[src/hw/rtl/ialu_pkg.sv]
// ----------------------------------------------------------------------------
// ialu_pkg
// shared types and codes for the integer alu with gcd and lcm
// ----------------------------------------------------------------------------
package ialu_pkg;

    localparam int OperandWidth = 32;

    typedef enum logic [2:0] {
        MODE_ADD = 3'd0,
        MODE_SUB = 3'd1,
        MODE_MUL = 3'd2,
        MODE_DIV = 3'd3,
        MODE_GCD = 3'd4,
        MODE_LCM = 3'd5,
        MODE_RSV6 = 3'd6,
        MODE_RSV7 = 3'd7
    } mode_t;

    typedef enum logic [1:0] {
        ST_OK       = 2'd0,
        ST_DIVZERO  = 2'd1,
        ST_NEGOP    = 2'd2,
        ST_OVERFLOW = 2'd3
    } status_t;

    typedef struct packed {
        logic [2:0]               mode;
        logic signed [OperandWidth-1:0] operand_a;
        logic signed [OperandWidth-1:0] operand_b;
    } in_beat_t;

    typedef struct packed {
        logic signed [OperandWidth-1:0] result;
        logic [1:0]               status;
    } out_beat_t;

    // datapath commands
    typedef struct packed {
        logic load;      // capture operands and classify
        logic div_start; // start a divide of x by y
        logic div_step;  // one restoring step
        logic gcd_next;  // x <= y, y <= remainder, rearm the divider
        logic lcm_quot;  // start a / g
        logic mul_start; // start product
        logic mul_step;
        logic finish;    // form result
    } dp_cmd_t;

    typedef struct packed {
        logic div_done;
        logic mul_done;
        logic y_zero;
        logic direct;    // add, sub, trivial cases: finish now
        logic is_div;
        logic is_lcm;
        logic is_mul;
    } dp_stat_t;

endpackage

[src/hw/rtl/ialu_datapath.sv]
// ----------------------------------------------------------------------------
// ialu_datapath
// operand registers, shared restoring divider and shift-add multiplier
// ----------------------------------------------------------------------------
module ialu_datapath (
    input  logic                 clk,
    input  logic                 rst_n,
    input  ialu_pkg::in_beat_t   in_beat,
    input  ialu_pkg::dp_cmd_t    cmd,
    output ialu_pkg::dp_stat_t   stat,
    output ialu_pkg::out_beat_t  out_beat
);
    localparam int W  = ialu_pkg::OperandWidth;
    localparam int CW = $clog2(W + 1);
    localparam logic [W-1:0] MinNeg = {1'b1, {(W-1){1'b0}}};
    localparam logic [W-1:0] MaxPos = {1'b0, {(W-1){1'b1}}};

    logic [2:0]   mode_reg;
    logic [W-1:0] a_reg, b_reg, ma_reg, mb_reg;
    logic         neg_reg;
    logic [W-1:0] x_reg, y_reg;         // divider dividend/divisor, gcd pair
    logic [W-1:0] rem_reg;
    logic [2*W-1:0] acc_reg, mcand_reg;
    logic [W-1:0] mplier_reg;
    logic [CW-1:0] cnt_reg;
    logic         busy_div_reg, busy_mul_reg;
    ialu_pkg::out_beat_t out_reg;

    logic [W-1:0] a_in, b_in;
    logic [W:0]   trial;
    logic [W:0]   rem_sh;

    // result forming
    logic [W-1:0] sum, dif, prod_lo, quot;
    logic         mul_ovf, mag_ovf;
    ialu_pkg::out_beat_t out_next;
    logic [W-1:0] r_w;
    ialu_pkg::status_t st;
    logic         neg_op;

    assign a_in = W'(in_beat.operand_a);
    assign b_in = W'(in_beat.operand_b);

    assign rem_sh = {rem_reg, x_reg[W-1]};
    assign trial  = rem_sh - {1'b0, y_reg};

    always_ff @(posedge clk or negedge rst_n)
    begin
        if (!rst_n)
        begin
            busy_div_reg <= 1'b0;
            busy_mul_reg <= 1'b0;
            cnt_reg      <= '0;
        end
        else
        begin
            if (cmd.div_start || cmd.lcm_quot || cmd.gcd_next)
            begin
                busy_div_reg <= 1'b1;
                cnt_reg      <= CW'(W);
            end
            else if (cmd.mul_start)
            begin
                busy_mul_reg <= 1'b1;
                cnt_reg      <= CW'(W);
            end
            else if (cmd.div_step && busy_div_reg)
            begin
                cnt_reg <= cnt_reg - CW'(1);
                if (cnt_reg == CW'(1))
                    busy_div_reg <= 1'b0;
            end
            else if (cmd.mul_step && busy_mul_reg)
            begin
                cnt_reg <= cnt_reg - CW'(1);
                if (cnt_reg == CW'(1))
                    busy_mul_reg <= 1'b0;
            end
        end
    end

    always_ff @(posedge clk)
    begin
        if (cmd.load)
        begin
            mode_reg <= in_beat.mode;
            a_reg    <= a_in;
            b_reg    <= b_in;
            ma_reg   <= a_in[W-1] ? (W'(0) - a_in) : a_in;
            mb_reg   <= b_in[W-1] ? (W'(0) - b_in) : b_in;
            neg_reg  <= a_in[W-1] ^ b_in[W-1];
        end
        if (cmd.div_start)
        begin
            // divide: magnitudes; gcd: raw positives
            if (mode_reg == ialu_pkg::MODE_DIV)
            begin
                x_reg <= ma_reg;
                y_reg <= mb_reg;
            end
            else
            begin
                x_reg <= a_reg;
                y_reg <= b_reg;
            end
            rem_reg <= '0;
        end
        else if (cmd.lcm_quot)
        begin
            x_reg   <= a_reg;
            y_reg   <= x_reg;
            rem_reg <= '0;
        end
        else if (cmd.div_step && busy_div_reg)
        begin
            x_reg <= {x_reg[W-2:0], ~trial[W]};
            rem_reg <= trial[W] ? rem_sh[W-1:0] : trial[W-1:0];
        end
        else if (cmd.gcd_next)
        begin
            // x holds the quotient bits now; keep the divisor and remainder
            x_reg <= y_reg;
            y_reg <= rem_reg;
            rem_reg <= '0;
        end
        if (cmd.mul_start)
        begin
            acc_reg <= '0;
            if (mode_reg == ialu_pkg::MODE_LCM)
            begin
                mcand_reg  <= {{W{1'b0}}, x_reg};  // a / gcd
                mplier_reg <= b_reg;
            end
            else
            begin
                mcand_reg  <= {{W{1'b0}}, ma_reg};
                mplier_reg <= mb_reg;
            end
        end
        else if (cmd.mul_step && busy_mul_reg)
        begin
            if (mplier_reg[0])
                acc_reg <= acc_reg + mcand_reg;
            mcand_reg  <= {mcand_reg[2*W-2:0], 1'b0};
            mplier_reg <= {1'b0, mplier_reg[W-1:1]};
        end
        if (cmd.finish)
            out_reg <= out_next;
    end

    assign sum = a_reg + b_reg;
    assign dif = a_reg - b_reg;
    assign mag_ovf = neg_reg ? (acc_reg > {{W{1'b0}}, MinNeg})
                             : (acc_reg > {{W{1'b0}}, MaxPos});
    assign prod_lo = neg_reg ? (W'(0) - acc_reg[W-1:0]) : acc_reg[W-1:0];
    assign mul_ovf = (acc_reg > {{W{1'b0}}, MaxPos});
    assign quot = neg_reg ? (W'(0) - x_reg) : x_reg;

    always_comb
    begin
        r_w = '0;
        st  = ialu_pkg::ST_OK;
        unique case (ialu_pkg::mode_t'(mode_reg))
            ialu_pkg::MODE_ADD:
            begin
                r_w = sum;
                if (a_reg[W-1] == b_reg[W-1] && sum[W-1] != a_reg[W-1])
                    st = ialu_pkg::ST_OVERFLOW;
            end
            ialu_pkg::MODE_SUB:
            begin
                r_w = dif;
                if (a_reg[W-1] != b_reg[W-1] && dif[W-1] != a_reg[W-1])
                    st = ialu_pkg::ST_OVERFLOW;
            end
            ialu_pkg::MODE_MUL:
            begin
                r_w = prod_lo;
                if (mag_ovf)
                    st = ialu_pkg::ST_OVERFLOW;
            end
            ialu_pkg::MODE_DIV:
            begin
                if (b_reg == '0)
                    st = ialu_pkg::ST_DIVZERO;
                else
                begin
                    r_w = quot;
                    if (!neg_reg && x_reg[W-1])
                        st = ialu_pkg::ST_OVERFLOW;
                end
            end
            ialu_pkg::MODE_GCD:
            begin
                if (a_reg[W-1] || b_reg[W-1])
                    st = ialu_pkg::ST_NEGOP;
                else
                    r_w = x_reg;
            end
            ialu_pkg::MODE_LCM:
            begin
                if (a_reg[W-1] || b_reg[W-1])
                    st = ialu_pkg::ST_NEGOP;
                else if (a_reg != '0 && b_reg != '0)
                begin
                    r_w = acc_reg[W-1:0];
                    if (mul_ovf)
                        st = ialu_pkg::ST_OVERFLOW;
                end
            end
            default: ;
        endcase
        out_next.result = r_w;
        out_next.status = st;
    end

    assign neg_op = a_reg[W-1] || b_reg[W-1];

    assign stat.div_done = !busy_div_reg;
    assign stat.mul_done = !busy_mul_reg;
    assign stat.y_zero   = (y_reg == '0);
    assign stat.is_div   = (mode_reg == ialu_pkg::MODE_DIV);
    assign stat.is_lcm   = (mode_reg == ialu_pkg::MODE_LCM);
    assign stat.is_mul   = (mode_reg == ialu_pkg::MODE_MUL);
    assign stat.direct   = (mode_reg == ialu_pkg::MODE_ADD)
                        || (mode_reg == ialu_pkg::MODE_SUB)
                        || (mode_reg == ialu_pkg::MODE_RSV6)
                        || (mode_reg == ialu_pkg::MODE_RSV7)
                        || ((mode_reg == ialu_pkg::MODE_DIV) && b_reg == '0)
                        || ((mode_reg == ialu_pkg::MODE_GCD
                             || mode_reg == ialu_pkg::MODE_LCM) && neg_op)
                        || ((mode_reg == ialu_pkg::MODE_LCM)
                            && (a_reg == '0 || b_reg == '0));

    assign out_beat = out_reg;
endmodule

[src/hw/rtl/ialu_ctrl.sv]
// ----------------------------------------------------------------------------
// ialu_ctrl
// sequencer for the alu: load, divide loops, multiply, result hand-off
// ----------------------------------------------------------------------------
module ialu_ctrl (
    input  logic               clk,
    input  logic               rst_n,
    input  logic               in_valid,
    output logic               in_stall,
    output logic               out_valid,
    input  logic               out_stall,
    input  ialu_pkg::dp_stat_t stat,
    output ialu_pkg::dp_cmd_t  cmd
);
    typedef enum logic [7:0] {
        S_IDLE   = 8'b0000_0001,
        S_DECODE = 8'b0000_0010,
        S_DIV    = 8'b0000_0100,
        S_GCDCHK = 8'b0000_1000,
        S_QUOT   = 8'b0001_0000,
        S_MUL    = 8'b0010_0000,
        S_FIN    = 8'b0100_0000,
        S_OUT    = 8'b1000_0000
    } state_t;

    state_t state_reg, state_next;
    logic   out_valid_reg, out_valid_next;
    logic   lcm_phase_reg, lcm_phase_next;  // quotient a / g under way

    // accept while idle even if a result still waits
    logic can_take;
    assign can_take = (state_reg == S_IDLE);
    assign in_stall = !can_take;
    assign out_valid = out_valid_reg;

    always_ff @(posedge clk or negedge rst_n)
    begin
        if (!rst_n)
        begin
            state_reg     <= S_IDLE;
            out_valid_reg <= 1'b0;
            lcm_phase_reg <= 1'b0;
        end
        else
        begin
            state_reg     <= state_next;
            out_valid_reg <= out_valid_next;
            lcm_phase_reg <= lcm_phase_next;
        end
    end

    always_comb
    begin
        state_next     = state_reg;
        lcm_phase_next = lcm_phase_reg;
        out_valid_next = out_valid_reg && out_stall;
        cmd            = '0;
        unique case (state_reg)
            S_IDLE:
            begin
                if (in_valid)
                begin
                    cmd.load       = 1'b1;
                    lcm_phase_next = 1'b0;
                    state_next     = S_DECODE;
                end
            end
            S_DECODE:
            begin
                if (stat.direct)
                    state_next = S_FIN;
                else if (stat.is_mul)
                begin
                    cmd.mul_start = 1'b1;
                    state_next    = S_MUL;
                end
                else
                begin
                    cmd.div_start = 1'b1;
                    // gcd starts with the zero check on y
                    state_next    = stat.is_div ? S_DIV : S_GCDCHK;
                end
            end
            S_GCDCHK:
            begin
                if (stat.y_zero)
                begin
                    if (stat.is_lcm)
                    begin
                        cmd.lcm_quot   = 1'b1;
                        lcm_phase_next = 1'b1;
                        state_next     = S_DIV;
                    end
                    else
                        state_next = S_FIN;
                end
                else
                    state_next = S_DIV;  // divider already armed by the start
            end
            S_DIV:
            begin
                cmd.div_step = 1'b1;
                if (stat.div_done)
                begin
                    cmd.div_step = 1'b0;
                    if (stat.is_div)
                        state_next = S_FIN;
                    else if (lcm_phase_reg)
                    begin
                        cmd.mul_start = 1'b1;
                        state_next    = S_MUL;
                    end
                    else
                    begin
                        cmd.gcd_next = 1'b1;
                        state_next   = S_QUOT;
                    end
                end
            end
            S_QUOT:
            begin
                // new pair in place and divider rearmed: test y, else divide again
                if (stat.y_zero)
                begin
                    if (stat.is_lcm)
                    begin
                        cmd.lcm_quot   = 1'b1;
                        lcm_phase_next = 1'b1;
                        state_next     = S_DIV;
                    end
                    else
                        state_next = S_FIN;
                end
                else
                    state_next = S_DIV;
            end
            S_MUL:
            begin
                cmd.mul_step = 1'b1;
                if (stat.mul_done)
                begin
                    cmd.mul_step = 1'b0;
                    state_next   = S_FIN;
                end
            end
            S_FIN:
            begin
                if (!out_valid_reg || !out_stall)
                begin
                    cmd.finish     = 1'b1;
                    out_valid_next = 1'b1;
                    state_next     = S_IDLE;
                end
            end
            S_OUT:
                state_next = S_IDLE;
            default:
                state_next = S_IDLE;
        endcase
    end
endmodule

[src/hw/rtl/integer_alu_with_gcd_lcm_unit.sv]
// ----------------------------------------------------------------------------
// integer_alu_with_gcd_lcm_unit
// add, subtract, multiply, divide, gcd and lcm on signed operands, one beat
// ----------------------------------------------------------------------------
// latency from accept to result valid runs through decode, then add/sub/flagged
// cases go straight to finish, multiply and divide run their shift loop, gcd
// a zero check and a divide per euclid step, lcm the gcd, a / g and a multiply
// throughput: one beat at a time, the next taken the cycle after the result
// is formed; a waiting result only holds back forming the next one
// reset: asynchronous active low, controller idle and output empty
module integer_alu_with_gcd_lcm_unit (
    input  logic                clk,
    input  logic                rst_n,
    input  logic                in_valid,
    output logic                in_stall,
    input  ialu_pkg::in_beat_t  in_data,
    output logic                out_valid,
    input  logic                out_stall,
    output ialu_pkg::out_beat_t out_data
);
    // command and status between sequencer and datapath
    ialu_pkg::dp_cmd_t  cmd;
    ialu_pkg::dp_stat_t stat;

    ialu_ctrl u_ctrl (
        .clk       (clk),
        .rst_n     (rst_n),
        .in_valid  (in_valid),
        .in_stall  (in_stall),
        .out_valid (out_valid),
        .out_stall (out_stall),
        .stat      (stat),
        .cmd       (cmd)
    );

    // datapath: the divider doubles as the euclid remainder engine
    ialu_datapath u_dp (
        .clk      (clk),
        .rst_n    (rst_n),
        .in_beat  (in_data),
        .cmd      (cmd),
        .stat     (stat),
        .out_beat (out_data)
    );
endmodule

[config.mk]
export PLATFORM = sky130hd
export DESIGN_NAME = integer_alu_with_gcd_lcm_unit
export DESIGN_NICKNAME = d
export VERILOG_FILES = /design/src/hw/rtl/ialu_pkg.sv /design/src/hw/rtl/ialu_datapath.sv /design/src/hw/rtl/ialu_ctrl.sv /design/src/hw/rtl/integer_alu_with_gcd_lcm_unit.sv
export SDC_FILE = /design/constraint.sdc
export NUM_CORES = 1
export LEC_CHECK = 0
export BUFFER_PORTS_ARGS = -buffer_cell sky130_fd_sc_hd__buf_2
export CORE_ASPECT_RATIO = 0.7
export CORE_MARGIN = 3
export CORE_UTILIZATION = 25
export DETAILED_ROUTE_END_ITERATION = 10
export PLACE_DENSITY = 0.39
export REMOVE_ABC_BUFFERS = 1
export SYNTH_ARGS = -nofsm -noshare
export SYNTH_HDL_FRONTEND = slang
export SYNTH_SLANG_ARGS = --single-unit
[constraint.sdc]
create_clock -name clk -period 8.5 [get_ports clk]
set_input_delay 0.85 -clock clk [delete_from_list [all_inputs] [get_ports clk]]
set_output_delay 0.85 -clock clk [all_outputs]
set_load 0.05 [all_outputs]
* Word level (Yosys, flattened, before mapping)
Cells that the tools add are included.
Word-level totals: memories 0, logic and storage cells 203, memory bits (writable) 0, ROM bits 0, flip-flop bits (word level) 440, output and inout port bits 36, latch bits 0
Operators by class: equal/unequal tests 28, shifts and indexed selects 0, div/mod/pow operators 0, bitwise operators 3, multiply operators 0, order comparisons 2, add/sub/neg operators 9, reduce and logical (&&, ||, !) cells 49, multiplexer cells 90
Operators by type and width (number):
- two-way mux 32 bit | 23
- one-hot mux 32 bit (6 select lines) | 1
- two-way mux 64 bit | 2
- subtractor 1 x 32 -> 32 bit (first input constant) | 4
- logical NOT 32 bit | 3
- adder 64 bit | 1
- > comparator 64 x 31 -> 1 bit (second input constant) | 1
- > comparator 64 x 32 -> 1 bit (second input constant) | 1
- nonzero test 32 bit | 2
- two-way mux 31 bit | 2
- two-way mux 8 bit | 7
- one-hot mux 8 bit (6 select lines) | 1
- subtractor 33 x 32 -> 33 bit | 1
- adder 32 bit | 1
- two-way mux 1 bit | 32
- subtractor 32 bit | 1
- two-way mux 6 bit | 5
- two-way mux 2 bit | 11
- two-way mux 7 bit | 2
- == test 3 bit (second input constant) | 4
- logical OR 1 bit | 12
- one-hot mux 2 bit (6 select lines) | 1
- AND reduction 4 bit | 3
- nonzero test 2 bit | 6
- 28 further kinds | 54

* Depth between registers and ports, before layout
word-level depth 13, mapped depth 15, mapped depth without buffers 14

* Cells and area by module
Synthesis repeated with hierarchy kept, for this count alone.
Second synthesis, totals: cells, all modules 3455, area, all modules 29925.0 um^2
Modules (own cells, without submodules):
- ialu_datapath | seq. area each 11851.4 um^2, cells an instance 3385, area each 29295.6 um^2, times used 1
- ialu_ctrl | seq. area each 226.5 um^2, cells an instance 70, area each 629.4 um^2, times used 1

* Worst setup path after synthesis
No wires, ideal clock.
path kind register -> register, start point register u_ctrl.state_reg[1], end point register u_ctrl.state_reg[6], clock period less this slack 7.554 ns, library setup time 0.064 ns, setup slack 0.946 ns, buffers on the path 0, data required time 8.436 ns, stages on the path, launching flop included 6, arrival time 7.490 ns, cells stage by stage dfrtp_1 nor4_1 nand3_1 nor2_1 or4_1 a31o_2
On the way: longest elaborated chain between the ends 3
Ends and longest elaborated chain:
- start, declared | RTL line ialu_ctrl.sv:26 | state_t state_reg, state_next;
- start signal, assigned | RTL line ialu_ctrl.sv:46 | state_reg <= state_next;
- == test 8 x 4 -> 1 bit, or another cell as far along | RTL line ialu_ctrl.sv:58 | unique case (state_reg)
- OR reduction 2 bit (no line), or another cell as far along
- one-hot mux 8 bit (6 select lines) / AND reduction 4 bit (equally long branches)
Parallel ways exist; a longest one is shown, timed or not. A chain may end at the register's enable or synchronous reset.

* Worst setup path after layout
start point register u_dp.b_reg[1], end point register u_dp.mcand_reg[31], data pin
On the way: longest elaborated chain between the ends 8
Ends and longest elaborated chain:
- start, declared | RTL line ialu_datapath.sv:19 | logic [W-1:0] a_reg, b_reg, ma_reg, mb_reg;
- start signal, assigned | RTL line ialu_datapath.sv:88 | b_reg <= b_in;
- logical NOT 32 bit (*) | RTL line ialu_datapath.sv:229, ialu_datapath.sv:233
- logical AND 1 bit | RTL line ialu_datapath.sv:229 | || ((mode_reg == ialu_pkg::MODE_DIV) && b_reg == '0)
- logical OR 1 bit | RTL line ialu_datapath.sv:229
- logical OR 1 bit | RTL line ialu_datapath.sv:230 | || ((mode_reg == ialu_pkg::MODE_GCD
- logical OR 1 bit (*) | RTL line ialu_datapath.sv:232 | || ((mode_reg == ialu_pkg::MODE_LCM)
- two-way mux 1 bit (*) | RTL line ialu_ctrl.sv:70 | if (stat.direct)
- one-hot mux 1 bit (2 select lines) (*) | RTL line ialu_ctrl.sv:58
- two-way mux 64 bit (*) | RTL line ialu_datapath.sv:126 | if (cmd.mul_start)
- end signal, assigned | RTL line ialu_datapath.sv:131 | mcand_reg <= {{W{1'b0}}, x_reg};
- end signal, assigned | RTL line ialu_datapath.sv:136 | mcand_reg <= {{W{1'b0}}, ma_reg};
- end signal, assigned | RTL line ialu_datapath.sv:144 | mcand_reg <= {mcand_reg[2*W-2:0], 1'b0};
- end, declared | RTL line ialu_datapath.sv:23 | logic [2*W-1:0] acc_reg, mcand_reg;
Every way passes the cells marked *; elsewhere a longest branch is shown, timed or not.

==> flow_metrics.env <==
export IMPL_fin_crit_sh_pct=59.36
export IMPL_async_reset_ff_share_pct=3.890
export IMPL_critPathKind="flop to flop"
export IMPL_coreArea_um2=118000
export IMPL_slew_headroom_pct=16.81
export IMPL_instances_no_fill=4983
export IMPL_crit_path_end_kind="flop"
export IMPL_seq_area_um2=12080
export IMPL_final_core_utilization_pct=28.82
export IMPL_start_util_pct=25.39
export IMPL_reg2reg_slack_ps=3450
export IMPL_ys_flop_type="edfxtp_1"
export IMPL_clk_latency_ps=650
export IMPL_finalSetupViolCount=0
export IMPL_cts_buffers_inserted=49
export IMPL_r2r_start="u_dp.b_reg[1]$_DFFE_PP_"
export IMPL_nets=3631
export IMPL_max_freq_mhz=198.2
export IMPL_multi_input_area_um2=16790
export IMPL_irDropWorstVdd_v=0.0001609
export IMPL_leakagePower_uw=0.01303
export IMPL_worstPathArrival_ps=5370
export IMPL_power_density_nw_per_um2=216.5
export IMPL_hp_class="primary input to asynchronous set/reset pin"
export IMPL_cts_setup_buffers=0
export IMPL_syn_inst=3349
export IMPL_grt_first_pass_wirelength_um=172700
export IMPL_ys_seq_area_share_pct=40.31
export IMPL_skew_ps=46.31
export IMPL_finalWorstPathRequiredPeriod_ps=5046
export IMPL_cts_tree="done"
export IMPL_drtAntennaViolNets=0
export IMPL_dp_cells=4889
export IMPL_ios=107
export IMPL_yosysTopAreaCellShare_pct=32.48
export IMPL_area_growth_pct=13.48
export IMPL_tightest_slew_ps=1236
export IMPL_antenna_found_initial=8
export IMPL_num_vias=26226
export IMPL_maxSlewViolCount=0
export IMPL_cts_sinks=437
export IMPL_crit_start="u_dp.b_reg[1]$_DFFE_PP_"
export IMPL_wl_um=118700
export IMPL_cts_buffer_depth=3
export IMPL_hpwl_um=92170
export IMPL_required_ps=8830
export IMPL_post_drt_wl_per_cell_um=23.82
export IMPL_syn_area_per_cell_um2=8.946
export IMPL_die_height_um=295.6
export IMPL_vias_per_cell=5.263
export IMPL_holdWs_ps=149.5
export IMPL_grt_pass1_vias=24230
export IMPL_fin_setup_tns_ps=0
export IMPL_port_buffers=106
export IMPL_die_w_um=419.8
export IMPL_grt_ovfl_total=0
export IMPL_drive_gt1_share_pct=9.242
export IMPL_synth_area_leaders="edfxtp_1 32%, ha_1 7.0%, dfxtp_1 6.4%"
export IMPL_cp_start_kind="flop"
export IMPL_grt_max_degree=133
export IMPL_rsz0062_at_grt="no"
export IMPL_synth_cell_type_count=84
export IMPL_setup_ws_ps=3454
export IMPL_die_area_um2=124100
export IMPL_synth_most_common_cell="nand2_1"
export IMPL_cap_viol_max_count=0
export IMPL_r2r_cells=8
export IMPL_ctsHoldBuffers=0
export IMPL_dr_pass1_iters=6
export IMPL_crit_fanout=101
export IMPL_synth_top_cells_by_count="363 x nand2_1, 327 x a21oi_1, 324 x edfxtp_1"
export IMPL_gp_congestion=0.8664
export IMPL_htreeDepth=2
export IMPL_r2r_end="u_dp.mcand_reg[31]$_DFFE_PP_"
export IMPL_rows=105
export IMPL_synth_edff_count=324
export IMPL_drc=0
export IMPL_synth_cell_area_um2=29960
export IMPL_track_usage_pct=18.65
export IMPL_ctsResizeCount=0
export IMPL_ys_warn_count=0
export IMPL_nFillCells=12623
export IMPL_status="complete, no violations"
export IMPL_dr_first_iter_drc_count=2452
export IMPL_synth_area_leader_cell="edfxtp_1"
export IMPL_dpl_worst_slack_ps=3359
export IMPL_hold_viol=0
export IMPL_ys_seq_elements=437
export IMPL_path_clk_slew_ps=70
export IMPL_cts_root_buf="clkbuf_16"
[metal layers]
metal	up-vias	part of all wire [%]	GRT usage (%)
met5	-	0.019	0
met4	4	1.6	3.426
met3	105	6.2	3.270
met2	774	39	25.62
met1	12745	53	29.92
li1	12598	-	-
[layout by cell type, fill, tap and decap left out, types with 10 or more instances in the layout]
cell type / count
a41oi_1: 11
and3_1: 26
inv_1: 147
and2_1: 44
o21bai_1: 31
buf_2: 106
mux2i_1: 85
o22ai_1: 10
a21o_1: 64
nand3_1: 71
a211oi_1: 54
a21oi_1: 326
a31oi_1: 38
nor4_1: 46
o221a_2: 31
buf_4: 53
nand2_1: 361
dfrtp_1: 16
nor3_1: 65
nand2b_1: 25
clkbuf_1: 15
nor2_1: 238
o211ai_1: 49
nand4_1: 26
o21ai_0: 282
xor2_1: 46
o21a_1: 26
ha_1: 166
o41ai_1: 15
nor3b_1: 11
o311ai_0: 10
nor2b_1: 21
xnor2_1: 134
edfxtp_1: 324
a221oi_1: 14
or4_1: 19
o31ai_1: 49
clkbuf_16: 49
dfxtp_1: 96
or3_1: 30
[critical path, stage by stage, from the launching register on]
cell and delay (ps):
edfxtp_1 620, nor4_1 900, nand4_1 420, o22a_1 410, o211a_1 320, a22oi_2 230
buf_4 670, buf_4 890, o21ai_0 220
[stage by stage]
step | total power (uW) | area (um^2)
after global routing | 7759 | 33990
after CTS | 7415 | 33990
after global placement | 5147 | 32320
final | 7360 | 34000
after detailed placement | 5127 | 32320
after floorplan | 4285 | 29310
[how the worst max path moves through the flow]
| stage | to | slack [ps] |
|---|---|---|
| 2_1_floorplan | u_dp.cnt_reg[3]$_DFFE_PN0P_ | -8160 |
| 4_1_cts | u_dp.mcand_reg[15]$_DFFE_PP_ | 3310 |
| 5_1_grt | u_dp.mcand_reg[9]$_DFFE_PP_ | 2950 |
| 3_3_place_gp | u_dp.mcand_reg[27]$_DFFE_PP_ | 3440 |
| 6_report | u_dp.mcand_reg[31]$_DFFE_PP_ | 3450 |
| 3_5_place_dp | u_dp.mcand_reg[16]$_DFFE_PP_ | 3360 |
[where the power goes]
| group | total, uW | switching [uW] | internal [uW] |
|---|---|---|---|
| Combinational | 2250 | 1500 | 751 |
| Clock | 2240 | 966 | 1280 |
| Sequential | 2870 | 266 | 2600 |
| Total | 7360 | 2730 | 4630 |
[cell type report]
type	instances	area share [%]
multi-input cells	2589	49.39
diodes	2	0.01472
repair buffers	160	2.790
clock buffers	73	4.137
well taps	1551	5.708
clock inverters	19	0.7508
inverters	152	1.678
flip-flops and latches	437	35.53
[cells by family (layout without fill, tap and decap cells)]
| group | Yosys count | after routing | synth area share [%] |
|---|---|---|---|
| flops | 437 | 437 | 40.31 |
| simple gates | 1039 | 1039 | 16.53 |
| compound gates | 1110 | 1110 | 23.61 |
| mux | 88 | 88 | 2.953 |
| buf+inv | 323 | 404 | 4.055 |
| fa+ha+maj | 171 | 171 | 7.242 |
| other cells | 0 | 2 | 0 |
| xor+xnor | 181 | 181 | 5.292 |
(Power assumes the default switching activity.)
